File: src/rtl/mlpa_pkg.sv
package mlpa_pkg;

   localparam int SumBits   = 40;
   localparam int QuotBits  = 40;
   localparam int DivBits   = 8;
   localparam int FracBits  = 8;
   localparam int MaxLooks  = 16;

   typedef struct packed {
      logic [15:0] amplitude;
      logic        line_end;
   } req_type;

   typedef struct packed {
      logic [39:0] mean_power;
      logic [9:0]  out_col;
      logic        last_in_row;
   } rsp_type;

   typedef enum logic [1:0] {
      REG_LOOK_COLS  = 2'd0,
      REG_LOOK_ROWS  = 2'd1,
      REG_COL_OFFSET = 2'd2,
      REG_OUT_COLS   = 2'd3
   } reg_index_type;

   // controller to datapath
   typedef struct packed {
      logic load;       // capture accepted sample and update counters
      logic div_start;  // start the divider on the captured sum
      logic div_step;   // one restoring-division step
      logic rsp_load;   // move the quotient to the output register
   } cmd_type;

   // datapath to controller
   typedef struct packed {
      logic emit;       // the captured sample completes a box
      logic div_done;   // last division step under way
   } status_type;

endpackage

File: src/rtl/mlpa_ctrl.sv
module mlpa_ctrl (
   input  logic                   clock,
   input  logic                   reset,
   input  logic                   req_valid,
   output logic                   req_ready,
   output logic                   rsp_valid,
   input  logic                   rsp_ready,
   input  mlpa_pkg::status_type   status,
   output mlpa_pkg::cmd_type      cmd
);

   typedef enum logic [3:0] {
      ST_IDLE   = 4'b0001,
      ST_ACCUM  = 4'b0010,
      ST_DIVIDE = 4'b0100,
      ST_OUTPUT = 4'b1000
   } state_type;

   state_type state_ff, state_in;
   logic      rsp_valid_ff, rsp_valid_in;

   assign rsp_valid = rsp_valid_ff;
   // the output register frees while the next item is at work
   assign req_ready = (state_ff == ST_IDLE);

   // sequence: accept, accumulate; on box end divide, output
   always_comb begin
      state_in     = state_ff;
      rsp_valid_in = rsp_valid_ff && !rsp_ready;
      cmd          = '0;
      unique case (state_ff)
         ST_IDLE: begin
            if (req_valid) begin
               cmd.load = 1'b1;
               state_in = ST_ACCUM;
            end
         end
         ST_ACCUM: begin
            if (status.emit) begin
               cmd.div_start = 1'b1;
               state_in      = ST_DIVIDE;
            end else begin
               state_in = ST_IDLE;
            end
         end
         ST_DIVIDE: begin
            cmd.div_step = 1'b1;
            if (status.div_done) state_in = ST_OUTPUT;
         end
         ST_OUTPUT: begin
            if (!rsp_valid_ff || rsp_ready) begin
               cmd.rsp_load = 1'b1;
               rsp_valid_in = 1'b1;
               state_in     = ST_IDLE;
            end
         end
         default: state_in = ST_IDLE;
      endcase
   end

   always_ff @(posedge clock) begin
      if (reset) begin
         state_ff     <= ST_IDLE;
         rsp_valid_ff <= 1'b0;
      end else begin
         state_ff     <= state_in;
         rsp_valid_ff <= rsp_valid_in;
      end
   end

endmodule

File: config.mk
export PLATFORM = sky130hd
export DESIGN_NAME = mlpa_ctrl
export DESIGN_NICKNAME = d
export VERILOG_FILES = /design/src/rtl/mlpa_pkg.sv /design/src/rtl/mlpa_ctrl.sv
export SDC_FILE = /design/constraint.sdc
export NUM_CORES = 1
export LEC_CHECK = 0
export BUFFER_PORTS_ARGS = -buffer_cell sky130_fd_sc_hd__buf_4
export CAP_MARGIN = 40
export CORE_AREA = 2 2 39 41
export DETAILED_ROUTE_END_ITERATION = 12
export DIE_AREA = 0 0 41 43
export GPL_ROUTABILITY_DRIVEN = 0
export PLACE_DENSITY = 0.48
export SETUP_SLACK_MARGIN = 0.05
export SLEW_MARGIN = 0
export SYNTH_ARGS = -nofsm -noshare
export SYNTH_HDL_FRONTEND = slang
export SYNTH_SLANG_ARGS = --single-unit
File: constraint.sdc
create_clock -name clock -period 1.5 [get_ports clock]
set_clock_uncertainty 0.05 [all_clocks]
set_input_delay 0.075 -clock clock [delete_from_list [all_inputs] [get_ports clock]]
set_output_delay 0.075 -clock clock [all_outputs]
set_load 0.05 [all_outputs]
Word-level counts from Yosys, hierarchy flattened
Index checks and enable logic that the tools add are counted.
{"block": "classes", "muxes": 14, "n_reduce_logical": 5, "n_eq_ne": 7}
{"op": "4-bit case mux with 4 select lines", "n": 1}
{"op": "4-bit two-way mux", "n": 3}
{"op": "1-bit two-way mux", "n": 9}
{"op": "2-bit inequality test (second input constant)", "n": 3}
{"op": "4-bit by 1-bit == test with 1-bit output (second input constant)", "n": 1}
{"op": "4-bit by 2-bit == test with 1-bit output (second input constant)", "n": 1}
{"op": "4-bit by 3-bit == test with 1-bit output (second input constant)", "n": 1}
{"op": "4-bit == test (second input constant)", "n": 1}
{"op": "3-bit two-way mux", "n": 1}
{"op": "3-bit AND reduction", "n": 1}
{"op": "1-bit logical NOT", "n": 2}
{"op": "1-bit logical AND", "n": 1}
{"op": "1-bit logical OR", "n": 1}
{"block": "totals", "output_inout_bits": 6, "reg_bits": 5, "input_bits": 6, "elab_cells": 28}

Longest topological paths before layout
Gate-level depths: netlist (run 1).
{"block": "depth", "depth_word": 4, "depth_mapped": 3, "mapped_depth_nobuf": 3}

Least setup slack after synthesis (run 1)
Ideal clock, no wire load.
{"block": "synth_path", "path_kind": "register to register", "from": "reg state_ff[2]", "to": "reg state_ff[2]", "setup_ns": 0.075, "path_stages_with_launch": 4, "period_less_slack_ns": 2.547, "arrival_time_ns": 2.423, "path_slack_ns": -1.047, "t_required_ns": 1.375, "path_buffers": 0, "path_cell_list": "dfxtp_1 -> nor4b_1 -> a22oi_1 -> nor2_1"}
{"block": "synth_between", "elab_chain_len": 3, "elab_cells_between_ends": 9, "classes_between": "7 x eq/ne; 1 x mux; 1 x reduce/logical"}
{"item": "start: declaration", "line_no": "mlpa_ctrl.sv:19", "source": "state_type state_ff, state_in;"}
{"item": "start signal: assignment", "line_no": "mlpa_ctrl.sv:66", "source": "state_ff <= state_in;"}
{"item": "4-bit == test (tied with other cells)", "line_no": "mlpa_ctrl.sv:31", "source": "unique case (state_ff)"}
{"item": "2-bit inequality test (no source line)"}
{"item": "3-bit AND reduction (no source line)"}
Parallel ways exist; a longest one is shown, timed or not.
A chain may end at the register's enable or synchronous reset.

==> results.txt, run 1 <==
The flow ran to the end, and the final reports show no timing, DRC or antenna violations. In this run the number of cells on the critical path is 3. The half-perimeter wire length of the detailed placement result came out at 500 um. The clock tree from TritonCTS is built. The routed wirelength normalized by instance count is 10.1 um. The worst reg2reg path depth is 3.

The count of boundary I/O pins is 12. The global-route usage over all layers came out at 0.0904. The number of standard cells after synthesis came out at 32. The final number of max-transition violations came to 0. The standard-cell row count is 14. dfxtp_1 takes more of the synthesized area than any other cell. The total grt overflow came out at 0. In the post-synthesis netlist, the biggest area contributors are dfxtp_1 34%, nor2b_1 8.6%, nor4b_4 8.2%.

Yosys mapped a number of flops with a built-in enable equal to 0. The number of fillers in the final layout came out at 154. The flop and latch count out of synthesis came out at 5.

The floorplan step set the die height to 43 um. The violation count after the first detailed-route iteration came out at 2. The via count of the first global-routing pass came out at 250. In this run the tightest slew margin relative to its limit is 0.786. The clock insertion delay at the later pin of the skew report is 0.24 ns. The mean instance size in the synthesized netlist is 9.07 um^2. The number of failing hold endpoints at the final stage came out at 0.

The share of layout cells above drive strength 1 came out at 0.500. The peak ir drop on the vdd network came out at 0.000435 V. The maximum clock rate came out at 699 MHz. For this run, design rule violations remaining after detail routing come to 0. The wire length of the first global-routing pass came out at 1040 um. Of the post-synthesis cell area, the dominant cell type holds 0.345.

Counting the buffers created by CTS gives 3. The final standard cell count with taps included and fillers excluded came out at 64. The net count after synthesis came out at 38.

STA classifies the critical path endpoint as a primary output. The number of H-tree levels is 1. The clock input transition at the sequential cells of the worst setup and hold paths is 0.05 ns. Setup violations remaining at the end of the flow were counted as 0. The total die area came out at 1760 um^2. The worst hold path belongs to the class input pin to register. For this run, the leading register cell type out of synthesis is dfxtp_1. The starting density of the core came out at 0.210. The tool flagged a number of max-cap violations equal to 0. The number of synthesis warnings is 0. The initial antenna violation count is 0.

Setup repair after global routing could not meet its margin everywhere. The sink count of the clock tree is 5. Counting instances in the post-synthesis netlist gives the leading cell types as 5 x dfxtp_1, 4 x nor2b_1, 3 x nor2_1. In this run the worst path has a maximum fanout of 4. The clock period could shrink to 1.43 ns.

The length of the first detailed-routing pass in iterations is 2. The final layout contains routed wiring with a total length of 647 um. CTS placed an instance of clkbuf_4 at the clock tree root. The share of the Yosys chip area taken by registers is 0.345. The async set-or-reset flop fraction in the synthesized netlist is 0. The number of antenna-violating nets in the routed design is 0. Dividing total power by cell area gives a power density of 967 nW/um^2. The signal arrival time at the worst endpoint is 1.30 ns.

Dividing the final minimum period by the clock period gives 0.953. Counting instances, the worst hold path has a depth of 4. The cell family contributing the most delay on the critical path is simple AND/OR/NAND/NOR gates. The via count is 275. The width of the die came out at 41 um. The core area came out at 1380 um^2. The repair_antennas step left the layout with diodes totalling 0. The setup TNS is 0 ns.

The final worst hold slack is 0.0714 ns. The via density per instance is 4.30. The required time of the critical path came out at 1.37 ns. The netlist area before placement came out at 290 um^2.

The static leakage is 0.205 nW. The cell count after placement is 58. The signal on the critical path passes through nor4b_4 -> and2_4 -> buf_8. The critical path class is register to primary output. The largest individual stage delay along the critical path comes from the cell nor4b_4. The number of library cell types mapped by synthesis is 20. The slew at the pin closest to its max-slew limit came out at 0.320 ns. The layout overhead on the synthesized area is 59.9%. The number of input and output port buffers inserted came out at 11.

The final-stage net count came out at 55. The number of buffers on the longest clock path is 2. The reg2reg setup slack is 0.23 ns. The number of buffer and inverter instances along the worst setup path came out at 1. Among all cell types in the netlist, the one instantiated most often is dfxtp_1. The worst stage delay on the critical path came out at 0.37 ns. STA classifies the critical path startpoint as a register.

Entering global routing, the biggest net connects 8 pins.
[final cells by class]
cell class | count | area, um^2 | area share
flip-flops and latches | 5 | 108 | 0.232
clock buffers | 4 | 26.3 | 0.0566
well taps | 16 | 20.0 | 0.0431
repair buffers | 13 | 108 | 0.232
multi-input cells | 24 | 195 | 0.420
inverters | 2 | 7.51 | 0.0162
[repair_timing]
item	CTS	global route
pin swaps	2	0
buffers inserted	1	0
hold buffers	1	0
hold endpoints to repair	4	0
gates resized for setup	3	1
setup endpoints to repair	1	2
[cell families (layout without fill, tap and decap cells)]
group | count (synthesis) | after routing | share of synthesized area
compound gates | 7 | 7 | 0.155
buf+inv | 3 | 19 | 0.0517
flops | 5 | 5 | 0.345
simple gates | 17 | 17 | 0.448
[per-layer routing]
layer / up-vias / track usage / share of wire
li1: 147 / - / -
met3: 0 / 0.0628 / 0.085
met5: - / 0 / 0
met4: 0 / 0.0400 / 0
met2: 9 / 0.109 / 0.42
met1: 119 / 0.119 / 0.49
[where the power goes]
group          switching (mW)  total (mW)  internal (mW)
Sequential             0.0155       0.158          0.143
Combinational          0.0729       0.137         0.0638
Clock                  0.0533       0.154          0.100
Total                   0.142       0.449          0.307
[layout by cell type, fill, tap and decap left out]
cell type       n
dfxtp_4         1
nor4b_4         2
and3b_1         1
dlygate4sd3_1   1
a221o_1         1
nand2b_1        1
dfxtp_1         1
a211oi_1        1
and4bb_2        1
and2_1          1
clkbuf_4        3
a22oi_1         1
nand3b_1        1
nor2_1          3
nor2b_2         1
nand2_1         1
buf_4          11
o21ai_0         1
and2_4          1
inv_1           2
clkbuf_1        1
dfxtp_2         3
buf_8           1
o21ai_1         1
a21oi_1         2
or4b_1          1
nor2b_1         3
[worst reg2reg max path, cell delays in order (launching register included)]
cell and delay, ns:
dfxtp_2 0.36, or4b_1 0.52, a21oi_1 0.17, a211oi_1 0.06
[worst paths after layout]
check | startpoint | endpoint
max | state_ff[3] | cmd[3]
min | req_valid | state_ff[3]
max reg2reg | state_ff[1] | state_ff[3]
min reg2reg | rsp_valid | rsp_valid
[metrics by stage]
| step | instance area [um^2] | util | power, mW | setup slack [ns] |
|---|---|---|---|---|
| finish | 464 | 0.335 | 0.449 | 0.0700 |
| global route | 464 | 0.335 | 0.480 | 0.00713 |
| CTS | 463 | 0.335 | 0.457 | 0.0567 |
| detailed placement | 409 | 0.296 | 0.286 | 0.174 |
| global placement | 409 | 0.296 | 0.290 | 0.170 |
| floorplan | 314 | - | 0.249 | -0.202 |
[flip-flops by register name, summed over array words and instances (netlist names)]
signal / flops
rsp_valid: 1
state_ff: 4
Note: power is estimated with default switching activity, not from simulation.
==> run 2: changes to the inputs <==
- GPL_TIMING_DRIVEN: default -> 0
==> run 2 against run 1 <==
- routed wire length rose by 17%
- critical path depth did not move
- power increased by 6.2%
- hold slack lost 0.00086 ns
- highest routed layer unchanged
==> results.txt, run 2 (synthesized netlist as in run 1, its figures left out) <==
Leaving out fill and tap cells, the most frequent cells in the layout are 12 x buf_4, 3 x nor2_1, 3 x nor2b_1, 3 x clkbuf_4, 3 x buf_6. The width of the die came out at 41 um. The sink count of the clock tree came out at 5. The number of input and output port buffers inserted is 11. The highest fanout seen on the critical path is 7. The clock input transition at the sequential cells of the worst setup and hold paths came out at 0.04 ns.

The static leakage came out at 0.219 nW. The wire-length estimate of the detail-placed layout is 483 um. For this run the aggregate overflow at the end of global routing stands at 0. The layout overhead on the synthesized area came out at 70.3%.

The initial antenna violation count is 0. The number of failing hold endpoints at the final stage came out at 0. In the routed layout, each cell is associated on average with a via count of 4.49. The peak ir drop on the vdd network is 0.000499 V.

The required time of the critical path is 1.37 ns. The routed wirelength normalized by instance count came out at 11.3 um. The via count of the first global-routing pass is 234. The core area came out at 1380 um^2. The power density over the cells came out at 964 nW/um^2. The starting density of the core came out at 0.210.

The worst setup path is launched from a register. The final standard cell count with taps included and fillers excluded is 67. At the pin with the least slew margin, the transition time is 0.246 ns.

The count of inserted antenna diode cells is 0. Setup repair after global routing could not meet its margin everywhere. The routed design has 758 um of wire. The path class of the lowest-slack min-delay path is input pin to register.

The most common cell after layout, fill and taps aside is buf_4. Entering global routing, the biggest net connects 8 pins. The standard-cell row count is 14. Buffers inserted during clock tree synthesis total 3.

In the final timing run, aggregate negative setup slack is 0 ns. The wire length of the first global-routing pass is 1050 um. TritonCTS built the clock tree. The final routed DRC violation total came out at 0. The global-route usage over all layers came out at 0.0945. More flip-flops sit in one register than any other, and that register is state_ff.

The final route contains 301 vias. In this run the clock root is driven by a clkbuf_4. The register with the most flip-flops in the layout has 4 of them. The count of boundary I/O pins is 12.

The length of the first detailed-routing pass in iterations is 1. The maximum clock rate came out at 716 MHz. At the end of the flow the core is filled with cells to 0.357. The portion of the clock cycle consumed by the worst path in the final layout came out at 0.931.

The max capacitance violation total is 0. Of the cells placed in the final design, the portion with a size suffix greater than 1 is 0.549. The final number of max-transition violations was 0.

The worst setup path is captured at a primary output. The critical path class is register to primary output. The clock period minus final worst setup slack is 1.40 ns. The signal arrival time at the worst endpoint is 1.27 ns.

The number of H-tree levels is 1. The flow ran to the end, and the final reports show no timing, DRC or antenna violations. The total die area came out at 1760 um^2. The number of buffers on the longest clock path came out at 2. The setup violation total in the final timing report is 0. The violation count after the first detailed-route iteration is 0. The cell count after placement is 59.

The worst slew margin relative to its limit came out at 0.835. The number of antenna-violating nets in the routed design is 0. The floorplan die height is 43 um. The clock insertion delay at the later pin of the skew report is 0.24 ns. The final-stage net count came out at 58.
run 2: changes by cell type in the layout (fill, tap and decap cells not counted), sizes merged:
cell  before  now
buf       12   15
run 2: final timing paths:
path | startpoint | end | slack (ns) | cells past startpoint
setup / recovery | state_ff[3] | cmd[3] | 0.10 | 3
hold / removal | rsp_ready | rsp_valid | 0.07 | 3
setup reg to reg | state_ff[3] | state_ff[3] | 0.16 | 5
hold reg to reg | rsp_valid | rsp_valid | 0.45 | 2
run 2: where the power goes:
part           internal (mW)  total, mW  leakage (nW)  switching (mW)
Sequential             0.144      0.160        0.0426          0.0166
Clock                  0.101      0.156        0.0150          0.0551
Combinational         0.0819      0.161         0.162          0.0786
run 2: repair_timing:
action	4_1_cts	5_1_grt
resized for setup	1	6
gates cloned	0	0
hold endpoints to repair	4	0
endpoints found under the setup margin	2	3
setup buffers	2	1
pin swaps	1	1
hold buffers	1	0
run 2: layout make-up:
| class | instances | area (um^2) |
|---|---|---|
| Buffer | 1 | 7.51 |
| Clock buffer | 4 | 26.3 |
| Fill cell | 168 | 890 |
| Inverter | 2 | 7.51 |
| Multi-Input combinational cell | 24 | 196 |
| Sequential cell | 5 | 110 |
| Tap cell | 16 | 20.0 |
| Timing Repair Buffer | 15 | 126 |
run 2: worst max-delay path, stage by stage (launching register included):
cell,delay [ns]
dfxtp_2,0.37
nor4b_4,0.31
and2_4,0.20
buf_6,0.15
run 2: per-stage QoR:
step	total power [mW]	setup slack (ns)	area, um^2	hold WS [ns]
after CTS	0.471	0.0733	469	0.0624
after global placement	0.288	0.146	417	0.230
after floorplan	0.249	-0.202	314	0.0900
after global routing	0.509	0.0379	494	0.0757
after detailed placement	0.288	0.161	417	0.232
final	0.476	0.104	494	0.0705
run 2: layer usage:
layer / vias up / GRT usage / wire [um]
met5: - / 0 / 0
li1: 154 / - / -
met2: 11 / 0.106 / 336
met4: 0 / 0.0200 / 0
met3: 0 / 0.0785 / 67
met1: 136 / 0.135 / 353
==> run 3: changes to the inputs <==
- BUFFER_PORTS_ARGS: -buffer_cell sky130_fd_sc_hd__buf_4 -> default
- DONT_BUFFER_PORTS: default -> 1
- GPL_ROUTABILITY_DRIVEN: 0 -> default
- PLACE_DENSITY: 0.48 -> 0.4
==> run 3 against run 2 <==
- the flow now finishes with violations (negative setup slack)
- highest routed layer unchanged
- non-clock buffer count is 9 lower
- sequential share of layout area is 3.6 points higher
- routed wire length is 8.7% lower
- global-route usage is 0.89 points higher
- first-iteration DRC count is 5 higher
- power is 10% lower
- largest cell class unchanged
==> results.txt, run 3 (synthesized netlist as in run 1, its figures left out) <==
The via count came out at 269. The worst reg2reg path depth came out at 3. The clock tree root driver cell is clkbuf_4.

The most critical setup path has its startpoint at state_ff[2]. The tool flagged a number of max-cap violations equal to 0. Of the total power, the share spent switching nets is 0.330. The setup TNS came out at -0.789 ns. The share of power burned in the clock network came out at 0.366. The slew at the pin closest to its max-slew limit is 0.847 ns. The via density per instance came out at 4.64. The routed wirelength normalized by instance count is 11.9 um. The clock period minus final worst setup slack came out at 1.85 ns. The final number of max-transition violations is 0. The worst stage delay on the critical path is 0.76 ns. The placer congestion estimate is 0.712.

The checks that failed: negative setup slack. The initial antenna violation count is 0. The via count of the first global-routing pass was 277. The final worst setup slack came out at -0.354 ns.

The path class of the tightest hold or removal check is input pin to register. The worst register-to-register path begins at state_ff[2]. Traced cell by cell, the critical path runs through nor4b_4 -> and2_4. The internal power contribution is 287 uW. The peak ir drop on the vdd network is 0.000403 V. The part of the total power dissipated in sequential elements is 0.369. The library cells used most frequently in the layout, excluding fill and tap cells, are 4 x dlygate4sd3_1, 3 x nor2_1, 3 x nor2b_1, 3 x clkbuf_4, 3 x dfxtp_4.

The signal arrival time at the worst endpoint came out at 1.73 ns. The final worst hold slack is 0.0227 ns. In this run the remaining antenna-violating nets after routing total 0. The number of H-tree levels came out at 1.

The analysis attributes to net switching a power of 142 uW. The worst-path cell with the longest stage delay is nor4b_4. The die is 43 um tall. The library cell used most frequently in the layout, excluding fill and tap cells, is dlygate4sd3_1. In this run the static leakage power is 0.180 nW. Counting the buffers created by CTS gives 3. In this run the deepest clock path goes through 2 buffers. The power density over the cells is 976 nW/um^2. Fill cells in the final layout number 143. After clock tree synthesis, the clock-pin slew on the worst setup and hold paths is 0.05 ns. The layout overhead on the synthesized area is 51.3%. The core area came out at 1380 um^2. The portion of the clock cycle consumed by the worst path in the final layout is 1.24. The tree built by TritonCTS fans out to 5 sinks.

TritonCTS built the clock tree. The share of layout cells above drive strength 1 came out at 0.405. The number of buffer and inverter instances along the worst setup path came out at 0. The length of the first detailed-routing pass in iterations came out at 4. The standard-cell row count is 14. Of the total power, combinational logic draws 0.265.

The violation count after the first detailed-route iteration is 5. The cell count after placement is 48. The maximum clock rate is 539 MHz. The number of failing hold endpoints at the final stage is 0. The number of input and output port buffers inserted is 0. Grouping stages by cell kind, the critical path spends the most delay in simple AND/OR/NAND/NOR gates. The worst slew margin relative to its limit came out at 0.433.

The detailed-route wire length came out at 692 um. The end point of the critical path is cmd[3]. The setup violation total in the final timing report is 6. The total die area is 1760 um^2.

The endpoint identified for the worst register-to-register timing path is state_ff[1]. STA classifies the critical path endpoint as a primary output. Data on the critical path is required at its endpoint by 1.37 ns.

The final routed DRC violation total is 0. The final-stage net count came out at 49. The number of flip-flops in the largest register is 4.

The clock insertion delay at the later pin of the skew report is 0.25 ns. The wire length of the first global-routing pass is 1150 um. Setup repair after global routing could not meet its margin everywhere. The reg2reg setup slack came out at -0.25 ns. The count of boundary I/O pins came out at 12. Summing internal, switching and leakage power gives 429 uW. The area occupied by registers is 114 um^2. The half-perimeter wire length of the detailed placement result is 484 um. The share of the core filled with cells in the final layout is 0.317. The repair_antennas step left the layout with diodes totalling 0.

The global-route usage over all layers came out at 0.103. The width of the die is 41 um. The highest fanout seen on the critical path is 4. The starting density of the core came out at 0.210. The critical path is of the register to primary output type. The pin count of the biggest net entering global routing came out at 7. The worst setup path is launched from a register. The most flop-heavy register is state_ff.

The cell depth of the worst setup path came out at 2. The global routing stage identified its most utilized layer as met1. In the final layout, the multi-input gates occupy 205 um^2. The total grt overflow is 0. The final standard cell count with taps included and fillers excluded came out at 58. The run finished, with violations left. The met3 usage in global routing came out at 0.0995. The global routing usage on met2 came out at 0.128.

For met1 alone, demand over resource in global routing was 0.129.
==> run 3: cell count changes in the layout (fill, tap and decap cells not counted), sizes merged <==
cell,before,now
dlygate4sd3,1,4
buf,15,3
==> run 3: cell type report <==
type / instances / area share
multi-input combinational: 24 / 0.467
sequential: 5 / 0.259
timing repair buffer: 6 / 0.134
clock buffer: 4 / 0.0598
tap: 16 / 0.0456
buffer: 1 / 0.0171
inverter: 2 / 0.0171
==> run 3: per-stage QoR <==
step,area (um^2),setup WS (ns)
4_1_cts,433,-0.349
3_5_place_dp,334,-0.265
2_1_floorplan,314,-0.202
3_3_place_gp,334,-0.272
6_report,439,-0.354
5_1_grt,439,-0.385
==> run 3: worst min path at each step <==
stage / startpoint / to / slack [ns] / depth (start not counted)
6_report: status[0] / state_ff[3] / 0.02 / 2
5_1_grt: status[0] / state_ff[3] / 0.03 / 2
4_1_cts: status[0] / state_ff[3] / 0.02 / 2
3_5_place_dp: reset / state_ff[2] / 0.09 / 1
3_3_place_gp: reset / state_ff[2] / 0.09 / 1
2_1_floorplan: reset / state_ff[2] / 0.09 / 1
==> run 3: power groups by stage <==
stage                     sequential (mW)  clock (mW)  combinational (mW)
after floorplan                     0.161           0              0.0883
after global placement              0.165           0              0.0951
after CTS                           0.158       0.164               0.113
final                               0.158       0.157               0.114
after detailed placement            0.165           0              0.0942
after global routing                0.160       0.177               0.120
==> run 3: what timing repair did <==
action	CTS	global route
resized for setup	6	2
setup buffers	2	0
endpoints found under the setup margin	8	8
gates cloned	0	0
endpoints found under the hold margin	5	0
pin swaps	3	1
hold buffers	4	0
==> run 3: routing by layer <==
layer / vias to the layer above / share of wire
met5: - / 0
met4: 0 / 0
met3: 0 / 0.10
met2: 11 / 0.47
met1: 123 / 0.43
li1: 135 / -
